### config.mk
export PLATFORM = sky130hd
export DESIGN_NAME = paired_coil_current_balancer_top
export DESIGN_NICKNAME = d
export VERILOG_FILES = /design/src/hdl/pccb_pkg.sv /design/src/hdl/pccb_serial_mul.sv /design/src/hdl/paired_coil_current_balancer_top.sv
export SDC_FILE = /design/constraint.sdc
export NUM_CORES = 2
export LEC_CHECK = 0
export ABC_AREA = 1
export BUFFER_PORTS_ARGS = -buffer_cell sky130_fd_sc_hd__buf_2
export CAP_MARGIN = 40
export CELL_PAD_IN_SITES_DETAIL_PLACEMENT = 1
export CELL_PAD_IN_SITES_GLOBAL_PLACEMENT = 2
export CORE_MARGIN = 5
export CORE_UTILIZATION = 38
export CTS_CLUSTER_DIAMETER = 200
export CTS_CLUSTER_SIZE = 40
export DETAILED_ROUTE_END_ITERATION = 8
export GPL_ROUTABILITY_DRIVEN = 0
export PLACE_DENSITY = 0.8
export SETUP_SLACK_MARGIN = 0.02
export SLEW_MARGIN = 20
export SYNTH_ARGS = -nofsm -noshare
export SYNTH_HDL_FRONTEND = slang
export SYNTH_SLANG_ARGS = --single-unit
### constraint.sdc
create_clock -name clk -period 7.1 [get_ports clk]
set_input_delay 0 -clock clk [delete_from_list [all_inputs] [get_ports clk]]
set_output_delay 0 -clock clk [all_outputs]
set_load 0.02 [all_outputs]
### src/hdl/pccb_pkg.sv
// ----------------------------------------------------------------------------
// Paired coil current balancer package
// Shared widths, register codes and payload types.
// ----------------------------------------------------------------------------
package pccb_pkg;

	localparam int CUR_W     = 16;
	localparam int DUTY_W    = 16;
	localparam int ERR_W     = 17;
	localparam int GAIN_W    = 16;
	localparam int MPLIER_W  = 16;
	localparam int TRIM_W    = 34;
	localparam int ACC_W     = 50;
	localparam int NUM_CH    = 4;
	localparam int NUM_PAIRS = 2;
	localparam int PADDR_W   = 6;
	localparam int PDATA_W   = 64;

	localparam logic [2:0] REG_ENABLE     = 3'd0;
	localparam logic [2:0] REG_PROP_GAIN  = 3'd1;
	localparam logic [2:0] REG_INT_GAIN   = 3'd2;
	localparam logic [2:0] REG_DEAD_BAND  = 3'd3;
	localparam logic [2:0] REG_TRIM_LIMIT = 3'd4;
	localparam logic [2:0] REG_DUTY_MIN   = 3'd5;
	localparam logic [2:0] REG_CEILINGS   = 3'd6;
	localparam logic [2:0] REG_PAIR_MAP   = 3'd7;

	typedef logic [CUR_W-1:0]         cur_t;
	typedef logic [DUTY_W-1:0]        duty_t;
	typedef logic signed [ERR_W-1:0]  err_t;
	typedef logic signed [TRIM_W-1:0] trim_t;
	typedef logic signed [ACC_W-1:0]  acc_t;

endpackage

### src/hdl/pccb_serial_mul.sv
// ----------------------------------------------------------------------------
// Bit-serial unsigned multiplier
// Shift-add, one multiplier bit per cycle, LSB first; adder as wide as the
// multiplicand plus one.
// ----------------------------------------------------------------------------
module pccb_serial_mul #(
	parameter int MCAND_W = 16
) (
	input  logic                              clk,
	input  logic                              arst_n,
	input  logic                              start,
	input  logic [MCAND_W-1:0]                mcand,
	input  logic [pccb_pkg::MPLIER_W-1:0]     mplier,
	output logic                              busy,
	output logic [MCAND_W+pccb_pkg::MPLIER_W-1:0] product
);
	import pccb_pkg::*;

	localparam int CNT_W = $clog2(MPLIER_W + 1);

	logic [CNT_W-1:0]    cnt_q;
	logic [MCAND_W-1:0]  mc_q;
	logic [MCAND_W-1:0]  hi_q;
	logic [MPLIER_W-1:0] lo_q;
	logic [MCAND_W:0]    sum;

	assign busy    = cnt_q != '0;
	assign sum     = {1'b0, hi_q} + (lo_q[0] ? {1'b0, mc_q} : '0);
	assign product = {hi_q, lo_q};

	always_ff @(posedge clk or negedge arst_n) begin
		if (!arst_n) begin
			cnt_q <= '0;
		end else if (start) begin
			cnt_q <= CNT_W'(MPLIER_W);
		end else if (busy) begin
			cnt_q <= cnt_q - 1'b1;
		end
	end

	always_ff @(posedge clk) begin
		if (start) begin
			hi_q <= '0;
			lo_q <= mplier;
			mc_q <= mcand;
		end else if (busy) begin
			hi_q <= sum[MCAND_W:1];
			lo_q <= {sum[0], lo_q[MPLIER_W-1:1]};
		end
	end

endmodule

### src/hdl/paired_coil_current_balancer_top.sv
// ----------------------------------------------------------------------------
// Paired coil current balancer
// PI balancing of two coil pairs with deadband, trim clamp and duty limits.
//
//   channel   handshake                  payload
//   config    psel/penable/pwrite/pready paddr, pwdata, prdata
//   tick      tick_valid/tick_ready      current_a..current_d, dt_ms
//   result    result_valid/result_ready  duty_a..duty_d, error_first,
//                                        error_second, actuated
//
// An actuating tick (enabled, dt_ms nonzero) first forms int_gain*dt_ms and
// then handles each pair in turn on the two 16-step serial multipliers.
// A tick that does not actuate goes straight to the result.
// tick_ready stays high while a finished result waits; the next tick stalls
// only at its end if result_ready is still low.
// Reset clears configuration, trims, applied duties, pair errors and state.
// ----------------------------------------------------------------------------
module paired_coil_current_balancer_top (
	input  logic                          clk,
	input  logic                          arst_n,
	input  logic                          psel,
	input  logic                          penable,
	input  logic                          pwrite,
	input  logic [pccb_pkg::PADDR_W-1:0]  paddr,
	input  logic [pccb_pkg::PDATA_W-1:0]  pwdata,
	output logic [pccb_pkg::PDATA_W-1:0]  prdata,
	output logic                          pready,
	input  logic                          tick_valid,
	output logic                          tick_ready,
	input  pccb_pkg::cur_t                current_a,
	input  pccb_pkg::cur_t                current_b,
	input  pccb_pkg::cur_t                current_c,
	input  pccb_pkg::cur_t                current_d,
	input  logic [15:0]                   dt_ms,
	output logic                          result_valid,
	input  logic                          result_ready,
	output pccb_pkg::duty_t               duty_a,
	output pccb_pkg::duty_t               duty_b,
	output pccb_pkg::duty_t               duty_c,
	output pccb_pkg::duty_t               duty_d,
	output pccb_pkg::err_t                error_first,
	output pccb_pkg::err_t                error_second,
	output logic                          actuated
);
	import pccb_pkg::*;

	localparam logic [3:0] S_IDLE   = 4'd0;
	localparam logic [3:0] S_MUL1   = 4'd1;
	localparam logic [3:0] S_ERR    = 4'd2;
	localparam logic [3:0] S_MUL2   = 4'd3;
	localparam logic [3:0] S_INTEG  = 4'd4;
	localparam logic [3:0] S_TCLAMP = 4'd5;
	localparam logic [3:0] S_CMD    = 4'd6;
	localparam logic [3:0] S_CCLAMP = 4'd7;
	localparam logic [3:0] S_ROUND  = 4'd8;
	localparam logic [3:0] S_DUTY   = 4'd9;
	localparam logic [3:0] S_DONE   = 4'd10;

	function automatic trim_t clamp_lim(acc_t v, acc_t lim);
		acc_t r;
		if (v < -lim) begin
			r = -lim;
		end else if (v > lim) begin
			r = lim;
		end else begin
			r = v;
		end
		return r[TRIM_W-1:0];
	endfunction

	// configuration
	logic                 enable_q;
	logic [GAIN_W-1:0]    prop_gain_q;
	logic [GAIN_W-1:0]    int_gain_q;
	logic [15:0]          dead_band_q;
	logic [15:0]          trim_limit_q;
	duty_t                duty_min_q;
	logic [63:0]          ceilings_q;
	logic [7:0]           pair_map_q;

	// control and state
	logic [3:0]           state_q;
	logic                 k_q;
	logic                 act_pend_q;
	logic                 result_valid_q;
	trim_t                trim_q [NUM_PAIRS];
	duty_t                applied_q [NUM_CH];
	err_t                 pair_error_q [NUM_PAIRS];

	// datapath
	cur_t                 cur_q [NUM_CH];
	logic [31:0]          m1_q;
	logic                 err_neg_q;
	logic [15:0]          mag_q;
	logic                 integ_q;
	acc_t                 sum_q;
	acc_t                 csum_q;
	trim_t                cmd_q;
	logic [16:0]          r_q;
	logic                 pos_q;
	logic                 neg_q;

	// result register
	duty_t                duty_q [NUM_CH];
	err_t                 err_first_q;
	err_t                 err_second_q;
	logic                 act_q;

	logic                 cfg_wr;
	logic [2:0]           cfg_idx;
	logic                 tick_xfer;
	logic                 go;
	logic                 out_load;
	logic [1:0]           p_sel;
	logic [1:0]           q_sel;
	logic [ERR_W-1:0]     err_c;
	logic [ERR_W-1:0]     mag_full;
	logic [15:0]          mag_c;
	logic                 nm_start;
	logic [GAIN_W-1:0]    nm_mcand;
	logic [MPLIER_W-1:0]  nm_mplier;
	logic                 nm_busy;
	logic [31:0]          nm_product;
	logic                 wm_busy;
	logic [47:0]          wm_product;
	trim_t                trim_k;
	acc_t                 trim_ext;
	acc_t                 m2_s;
	acc_t                 sprod;
	acc_t                 p8;
	acc_t                 pterm;
	acc_t                 lim_s;
	trim_t                amag;
	logic [32:0]          rsum;
	duty_t                cp;
	duty_t                cq;
	logic signed [17:0]   dp_c;
	logic signed [17:0]   dq_c;
	logic signed [17:0]   fl_s;
	duty_t                dp_fin;
	duty_t                dq_fin;

	assign pready     = 1'b1;
	assign cfg_wr     = psel & penable & pwrite;
	assign cfg_idx    = paddr[PADDR_W-1 -: 3];
	assign tick_ready = state_q == S_IDLE;
	assign tick_xfer  = tick_valid & tick_ready;
	assign go         = enable_q & (dt_ms != '0);
	assign out_load   = (state_q == S_DONE) & (~result_valid_q | result_ready);

	always_comb begin
		unique case (cfg_idx)
			REG_ENABLE:     prdata = PDATA_W'(enable_q);
			REG_PROP_GAIN:  prdata = PDATA_W'(prop_gain_q);
			REG_INT_GAIN:   prdata = PDATA_W'(int_gain_q);
			REG_DEAD_BAND:  prdata = PDATA_W'(dead_band_q);
			REG_TRIM_LIMIT: prdata = PDATA_W'(trim_limit_q);
			REG_DUTY_MIN:   prdata = PDATA_W'(duty_min_q);
			REG_CEILINGS:   prdata = PDATA_W'(ceilings_q);
			REG_PAIR_MAP:   prdata = PDATA_W'(pair_map_q);
			default:        prdata = '0;
		endcase
	end

	// pair selection and error
	assign p_sel    = k_q ? pair_map_q[5:4] : pair_map_q[1:0];
	assign q_sel    = k_q ? pair_map_q[7:6] : pair_map_q[3:2];
	assign err_c    = {1'b0, cur_q[p_sel]} - {1'b0, cur_q[q_sel]};
	assign mag_full = err_c[ERR_W-1] ? (ERR_W'(0) - err_c) : err_c;
	assign mag_c    = mag_full[15:0];

	// multipliers
	assign nm_start  = (tick_xfer & go) | (state_q == S_ERR);
	assign nm_mcand  = (state_q == S_IDLE) ? int_gain_q : prop_gain_q;
	assign nm_mplier = (state_q == S_IDLE) ? dt_ms : mag_c;

	pccb_serial_mul #(
		.MCAND_W(GAIN_W)
	) u_mul_narrow (
		.clk    (clk),
		.arst_n (arst_n),
		.start  (nm_start),
		.mcand  (nm_mcand),
		.mplier (nm_mplier),
		.busy   (nm_busy),
		.product(nm_product)
	);

	pccb_serial_mul #(
		.MCAND_W(32)
	) u_mul_wide (
		.clk    (clk),
		.arst_n (arst_n),
		.start  (state_q == S_ERR),
		.mcand  (m1_q),
		.mplier (mag_c),
		.busy   (wm_busy),
		.product(wm_product)
	);

	// integrator and command
	assign trim_k   = trim_q[k_q];
	assign trim_ext = {{(ACC_W-TRIM_W){trim_k[TRIM_W-1]}}, trim_k};
	assign m2_s     = $signed({2'b0, wm_product});
	assign sprod    = err_neg_q ? -m2_s : m2_s;
	assign p8       = $signed({10'b0, nm_product, 8'b0});
	assign pterm    = err_neg_q ? -p8 : p8;
	assign lim_s    = $signed({18'b0, trim_limit_q, 16'b0});
	assign amag     = cmd_q[TRIM_W-1] ? -cmd_q : cmd_q;
	assign rsum     = {1'b0, amag[31:0]} + 33'h0_8000;

	// duties
	assign cp     = ceilings_q[{p_sel, 4'b0000} +: DUTY_W];
	assign cq     = ceilings_q[{q_sel, 4'b0000} +: DUTY_W];
	assign fl_s   = $signed({2'b0, duty_min_q});
	assign dp_c   = $signed({2'b0, cp}) - $signed({1'b0, pos_q ? r_q : 17'd0});
	assign dq_c   = $signed({2'b0, cq}) - $signed({1'b0, neg_q ? r_q : 17'd0});
	assign dp_fin = (dp_c < fl_s) ? duty_min_q : dp_c[DUTY_W-1:0];
	assign dq_fin = (dq_c < fl_s) ? duty_min_q : dq_c[DUTY_W-1:0];

	always_ff @(posedge clk or negedge arst_n) begin
		if (!arst_n) begin
			enable_q       <= 1'b0;
			prop_gain_q    <= '0;
			int_gain_q     <= '0;
			dead_band_q    <= '0;
			trim_limit_q   <= '0;
			duty_min_q     <= '0;
			ceilings_q     <= '0;
			pair_map_q     <= '0;
			state_q        <= S_IDLE;
			k_q            <= 1'b0;
			act_pend_q     <= 1'b0;
			result_valid_q <= 1'b0;
			for (int i = 0; i < NUM_PAIRS; i++) begin
				trim_q[i]       <= '0;
				pair_error_q[i] <= '0;
			end
			for (int i = 0; i < NUM_CH; i++) begin
				applied_q[i] <= '0;
			end
		end else begin
			if (cfg_wr) begin
				unique case (cfg_idx)
					REG_ENABLE: begin
						if (pwdata[0] && !enable_q) begin
							for (int i = 0; i < NUM_PAIRS; i++) begin
								trim_q[i] <= '0;
							end
							for (int i = 0; i < NUM_CH; i++) begin
								applied_q[i] <= ceilings_q[i*DUTY_W +: DUTY_W];
							end
						end
						enable_q <= pwdata[0];
					end
					REG_PROP_GAIN:  prop_gain_q  <= pwdata[GAIN_W-1:0];
					REG_INT_GAIN:   int_gain_q   <= pwdata[GAIN_W-1:0];
					REG_DEAD_BAND:  dead_band_q  <= pwdata[15:0];
					REG_TRIM_LIMIT: trim_limit_q <= pwdata[15:0];
					REG_DUTY_MIN:   duty_min_q   <= pwdata[DUTY_W-1:0];
					REG_CEILINGS:   ceilings_q   <= pwdata[63:0];
					REG_PAIR_MAP:   pair_map_q   <= pwdata[7:0];
					default: ;
				endcase
			end

			if (out_load) begin
				result_valid_q <= 1'b1;
			end else if (result_ready) begin
				result_valid_q <= 1'b0;
			end

			unique case (state_q)
				S_IDLE: begin
					if (tick_xfer) begin
						act_pend_q <= go;
						k_q        <= 1'b0;
						state_q    <= go ? S_MUL1 : S_DONE;
					end
				end
				S_MUL1: begin
					if (!nm_busy) begin
						state_q <= S_ERR;
					end
				end
				S_ERR: begin
					pair_error_q[k_q] <= err_c;
					state_q           <= S_MUL2;
				end
				S_MUL2: begin
					if (!wm_busy) begin
						state_q <= S_INTEG;
					end
				end
				S_INTEG:  state_q <= S_TCLAMP;
				S_TCLAMP: begin
					if (integ_q) begin
						trim_q[k_q] <= clamp_lim(sum_q, lim_s);
					end
					state_q <= S_CMD;
				end
				S_CMD:    state_q <= S_CCLAMP;
				S_CCLAMP: state_q <= S_ROUND;
				S_ROUND:  state_q <= S_DUTY;
				S_DUTY: begin
					// same coil on both sides: the q duty stands
					if (p_sel != q_sel) begin
						applied_q[p_sel] <= dp_fin;
					end
					applied_q[q_sel] <= dq_fin;
					k_q              <= 1'b1;
					state_q          <= k_q ? S_DONE : S_ERR;
				end
				S_DONE: begin
					if (out_load) begin
						state_q <= S_IDLE;
					end
				end
				default: state_q <= S_IDLE;
			endcase
		end
	end

	always_ff @(posedge clk) begin
		if (tick_xfer) begin
			cur_q[0] <= current_a;
			cur_q[1] <= current_b;
			cur_q[2] <= current_c;
			cur_q[3] <= current_d;
		end
		if (state_q == S_MUL1) begin
			m1_q <= nm_product;
		end
		if (state_q == S_ERR) begin
			err_neg_q <= err_c[ERR_W-1];
			mag_q     <= mag_c;
		end
		if (state_q == S_INTEG) begin
			integ_q <= mag_q > dead_band_q;
			sum_q   <= trim_ext + sprod;
		end
		if (state_q == S_CMD) begin
			csum_q <= trim_ext + pterm;
		end
		if (state_q == S_CCLAMP) begin
			cmd_q <= clamp_lim(csum_q, lim_s);
		end
		if (state_q == S_ROUND) begin
			r_q   <= rsum[32:16];
			pos_q <= !cmd_q[TRIM_W-1] && (cmd_q != '0);
			neg_q <= cmd_q[TRIM_W-1];
		end
		if (out_load) begin
			for (int i = 0; i < NUM_CH; i++) begin
				duty_q[i] <= applied_q[i];
			end
			err_first_q  <= pair_error_q[0];
			err_second_q <= pair_error_q[1];
			act_q        <= act_pend_q;
		end
	end

	assign result_valid = result_valid_q;
	assign duty_a       = duty_q[0];
	assign duty_b       = duty_q[1];
	assign duty_c       = duty_q[2];
	assign duty_d       = duty_q[3];
	assign error_first  = err_first_q;
	assign error_second = err_second_q;
	assign actuated     = act_q;

endmodule

==> run summary <==
Synth Flop Type -> edfxtp_1
maximum capacitance violations -> 0
CP Data Required Time -> 7.68 ns
Seq. cell area -> 0.02276 mm^2
status -> finished clean
worst-path cell with the longest stage delay -> a221oi_1
Final Setup Violations -> 0
Avg Synthesized Cell Area -> 8.090 um^2
setup TNS -> 0 ns
Startpoint Class -> register
WL per Instance -> 25.60 um
std cell rows -> 136
WHS -> 0.01072 ns
Max Root-Sink Buffers -> 3
count of final hold-check violations -> 0
fillers -> 16,781
FMAX -> 0.1525 GHz
Synth Cell Area -> 0.05272 mm^2
Post-synth EDFFs -> 446
vias in the first global route -> 49,540
reg2reg setup slack -> 0.54 ns
Setup CP Type -> reg -> reg
Synth area leader -> edfxtp_1
Max FO, Critical Path -> 17
critical path data arrival time -> 7.13 ns
I/O pins -> 323
Hold Crit Depth -> 2
Root Driver -> clkbuf_16
Area contributors post-synth -> edfxtp_1 (25%), dfrtp_1 (16%), nand2_1 (11%)
top-count cell post-synth -> nand2_1
Syn. warnings -> 0
die area -> 0.1463 mm^2
Die Ht -> 382.5 um
largest net degree at the start of global routing -> 144
Yosys reg bits -> 830
1st-iter DRT viols -> 3,987
Core Region -> 0.1377 mm^2
CTS hold repair buffers -> 174
residual DRC count -> 0
Final min period -> 6.558 ns
Final Max Slew Viols -> 0
share of the synthesized area in the top cell type -> 25.40%
post-synthesis cell type count -> 73
Resized cells post-CTS -> 0
r2r worst-path depth -> 30
first-pass GRT wire length -> 325.4 mm
CTS tree -> built
Clock Latency Late Sink -> 0.69 ns
Starting Density -> 38.30%
clock slew at reported path FFs -> 0.17 ns
top post-synthesis cells by count -> nand2_1 (1,588), inv_1 (675), o21ai_0 (518)
share of cells above drive strength 1 -> 9.791%
Routed Antenna Nets -> 0
ys async rst share -> 40.48%
most used cell, CP -> nand2_1
IO buf count -> 318
Area Overhead vs Synth -> 12.25%
GRT overflow -> 0
CP endpoint kind -> register
area occupied by multi-input gates -> 0.02647 mm^2
clock skew -> 0.04184 ns
RSZ-0062 raised after global routing -> false
router iterations before antenna repair -> 7
Hold Crit Class -> in -> reg
total setup buffers inserted after CTS -> 0
Tcrit/Tclk final -> 92.36%
final wirelength -> 223.6 mm
die width -> 382.5 um
Num CTS Buffers -> 24
Total GRT Usage -> 29.31%
Clock Sinks -> 830
htree depth -> 1
Mapped Nets -> 7,023
Seq/Total Area, Yosys -> 43.17%
routed vias -> 49,339
vias per inst -> 5.650
Tightest Pin Transition -> 1.026 ns
Final #Nets -> 7,413
Slew headroom -> 31.63%
Post-Synthesis Cells -> 6,517
Final HPWL DP -> 173.3 mm
initial antenna violation count -> 16
delay of the slowest critical-path stage -> 0.57 ns
flip-flops by register name, indices dropped and copies added, names as in the netlist, 17 cells and up:
signal,count
pair_error_q,34
trim_q,68
ceilings_q,64
csum_q,50
error_first,17
applied_q,64
error_second,17
u_mul_wide.mc_q,32
cur_q,64
m1_q,32
u_mul_wide.hi_q,32
sum_q,50
r_q,17
duty_q,64
cmd_q,34
cell usage in the layout, fill, tap and decap left out, types with 88 or more instances in the layout:
cell | netlist | layout
inv_1 | 675 | 673
o22ai_1 | 102 | 102
dlygate4sd3_1 | 0 | 173
edfxtp_1 | 446 | 446
nor2_1 | 493 | 478
ha_1 | 342 | 342
a21oi_1 | 386 | 386
nand3_1 | 458 | 458
xor2_1 | 177 | 177
buf_2 | 53 | 318
dfrtp_1 | 336 | 335
o21ai_0 | 518 | 518
nand2_1 | 1588 | 1587
or2_2 | 88 | 88
layer usage:
layer	vias up	GRT usage (%)	wire, um
li1	22813	-	-
met1	24506	37.42	92530
met2	1589	50.69	107100
met3	427	2.391	10870
met4	4	13.44	12970
met5	-	0	49
worst paths after layout:
kind                              startpoint             endpoint
worst max-delay path                     k_q         applied_q[2]
worst min-delay path            current_c[0]          cur_q[2][0]
worst max register to register           k_q         applied_q[2]
worst min register to register      m1_q[31]  u_mul_wide.mc_q[31]
max in group asynchronous             arst_n      pair_error_q[9]
min in group asynchronous             arst_n        applied_q[58]
metrics by stage:
step / cell area [um^2] / util, % / setup slack (ns) / cells
after floorplan: 52720 / - / 1.638 / 6517
after global placement: 56250 / 40.86 / 0.8862 / 8480
after detailed placement: 56460 / 41.02 / 0.7570 / 8492
after CTS: 58930 / 42.81 / 0.7257 / 8710
after global routing: 59160 / 42.98 / 0.3143 / 8728
final: 59180 / 42.99 / 0.5423 / 8733
logic make-up after synthesis:
logic type / Yosys count / synth area share (%)
and+or+nand+nor: 2893 / 23.79
AOI/OAI and AO/OA: 1290 / 13.84
buffers and inverters: 917 / 6.814
DFF: 830 / 43.17
adders and majority gates: 349 / 8.382
xor gates and xnor gates: 236 / 3.978
other: 1 / 0.007113
muxes: 1 / 0.01899
layout make-up:
| cell class | instances | share of cell area [%] |
|---|---|---|
| diodes | 14 | 0.05920 |
| inverters | 701 | 4.446 |
| clock inverters | 2 | 0.02114 |
| multi-input cells | 4770 | 44.73 |
| repair buffers | 580 | 7.299 |
| clock buffers | 42 | 1.182 |
| flip-flops and latches | 830 | 38.47 |
| well taps | 1794 | 3.793 |
critical path, delay by kind of cell (launching register included):
kind	cells	cell delay (ns)
buffers and inverters	5	1.04
and+or+nand+nor	17	2.53
adders and majority gates	2	0.72
DFF	1	0.51
AOI/OAI and AO/OA	6	1.61
Power is left out: the tool's default activity adds up to more than one toggle a clock period on the data nets, which glitch-free logic cannot reach.
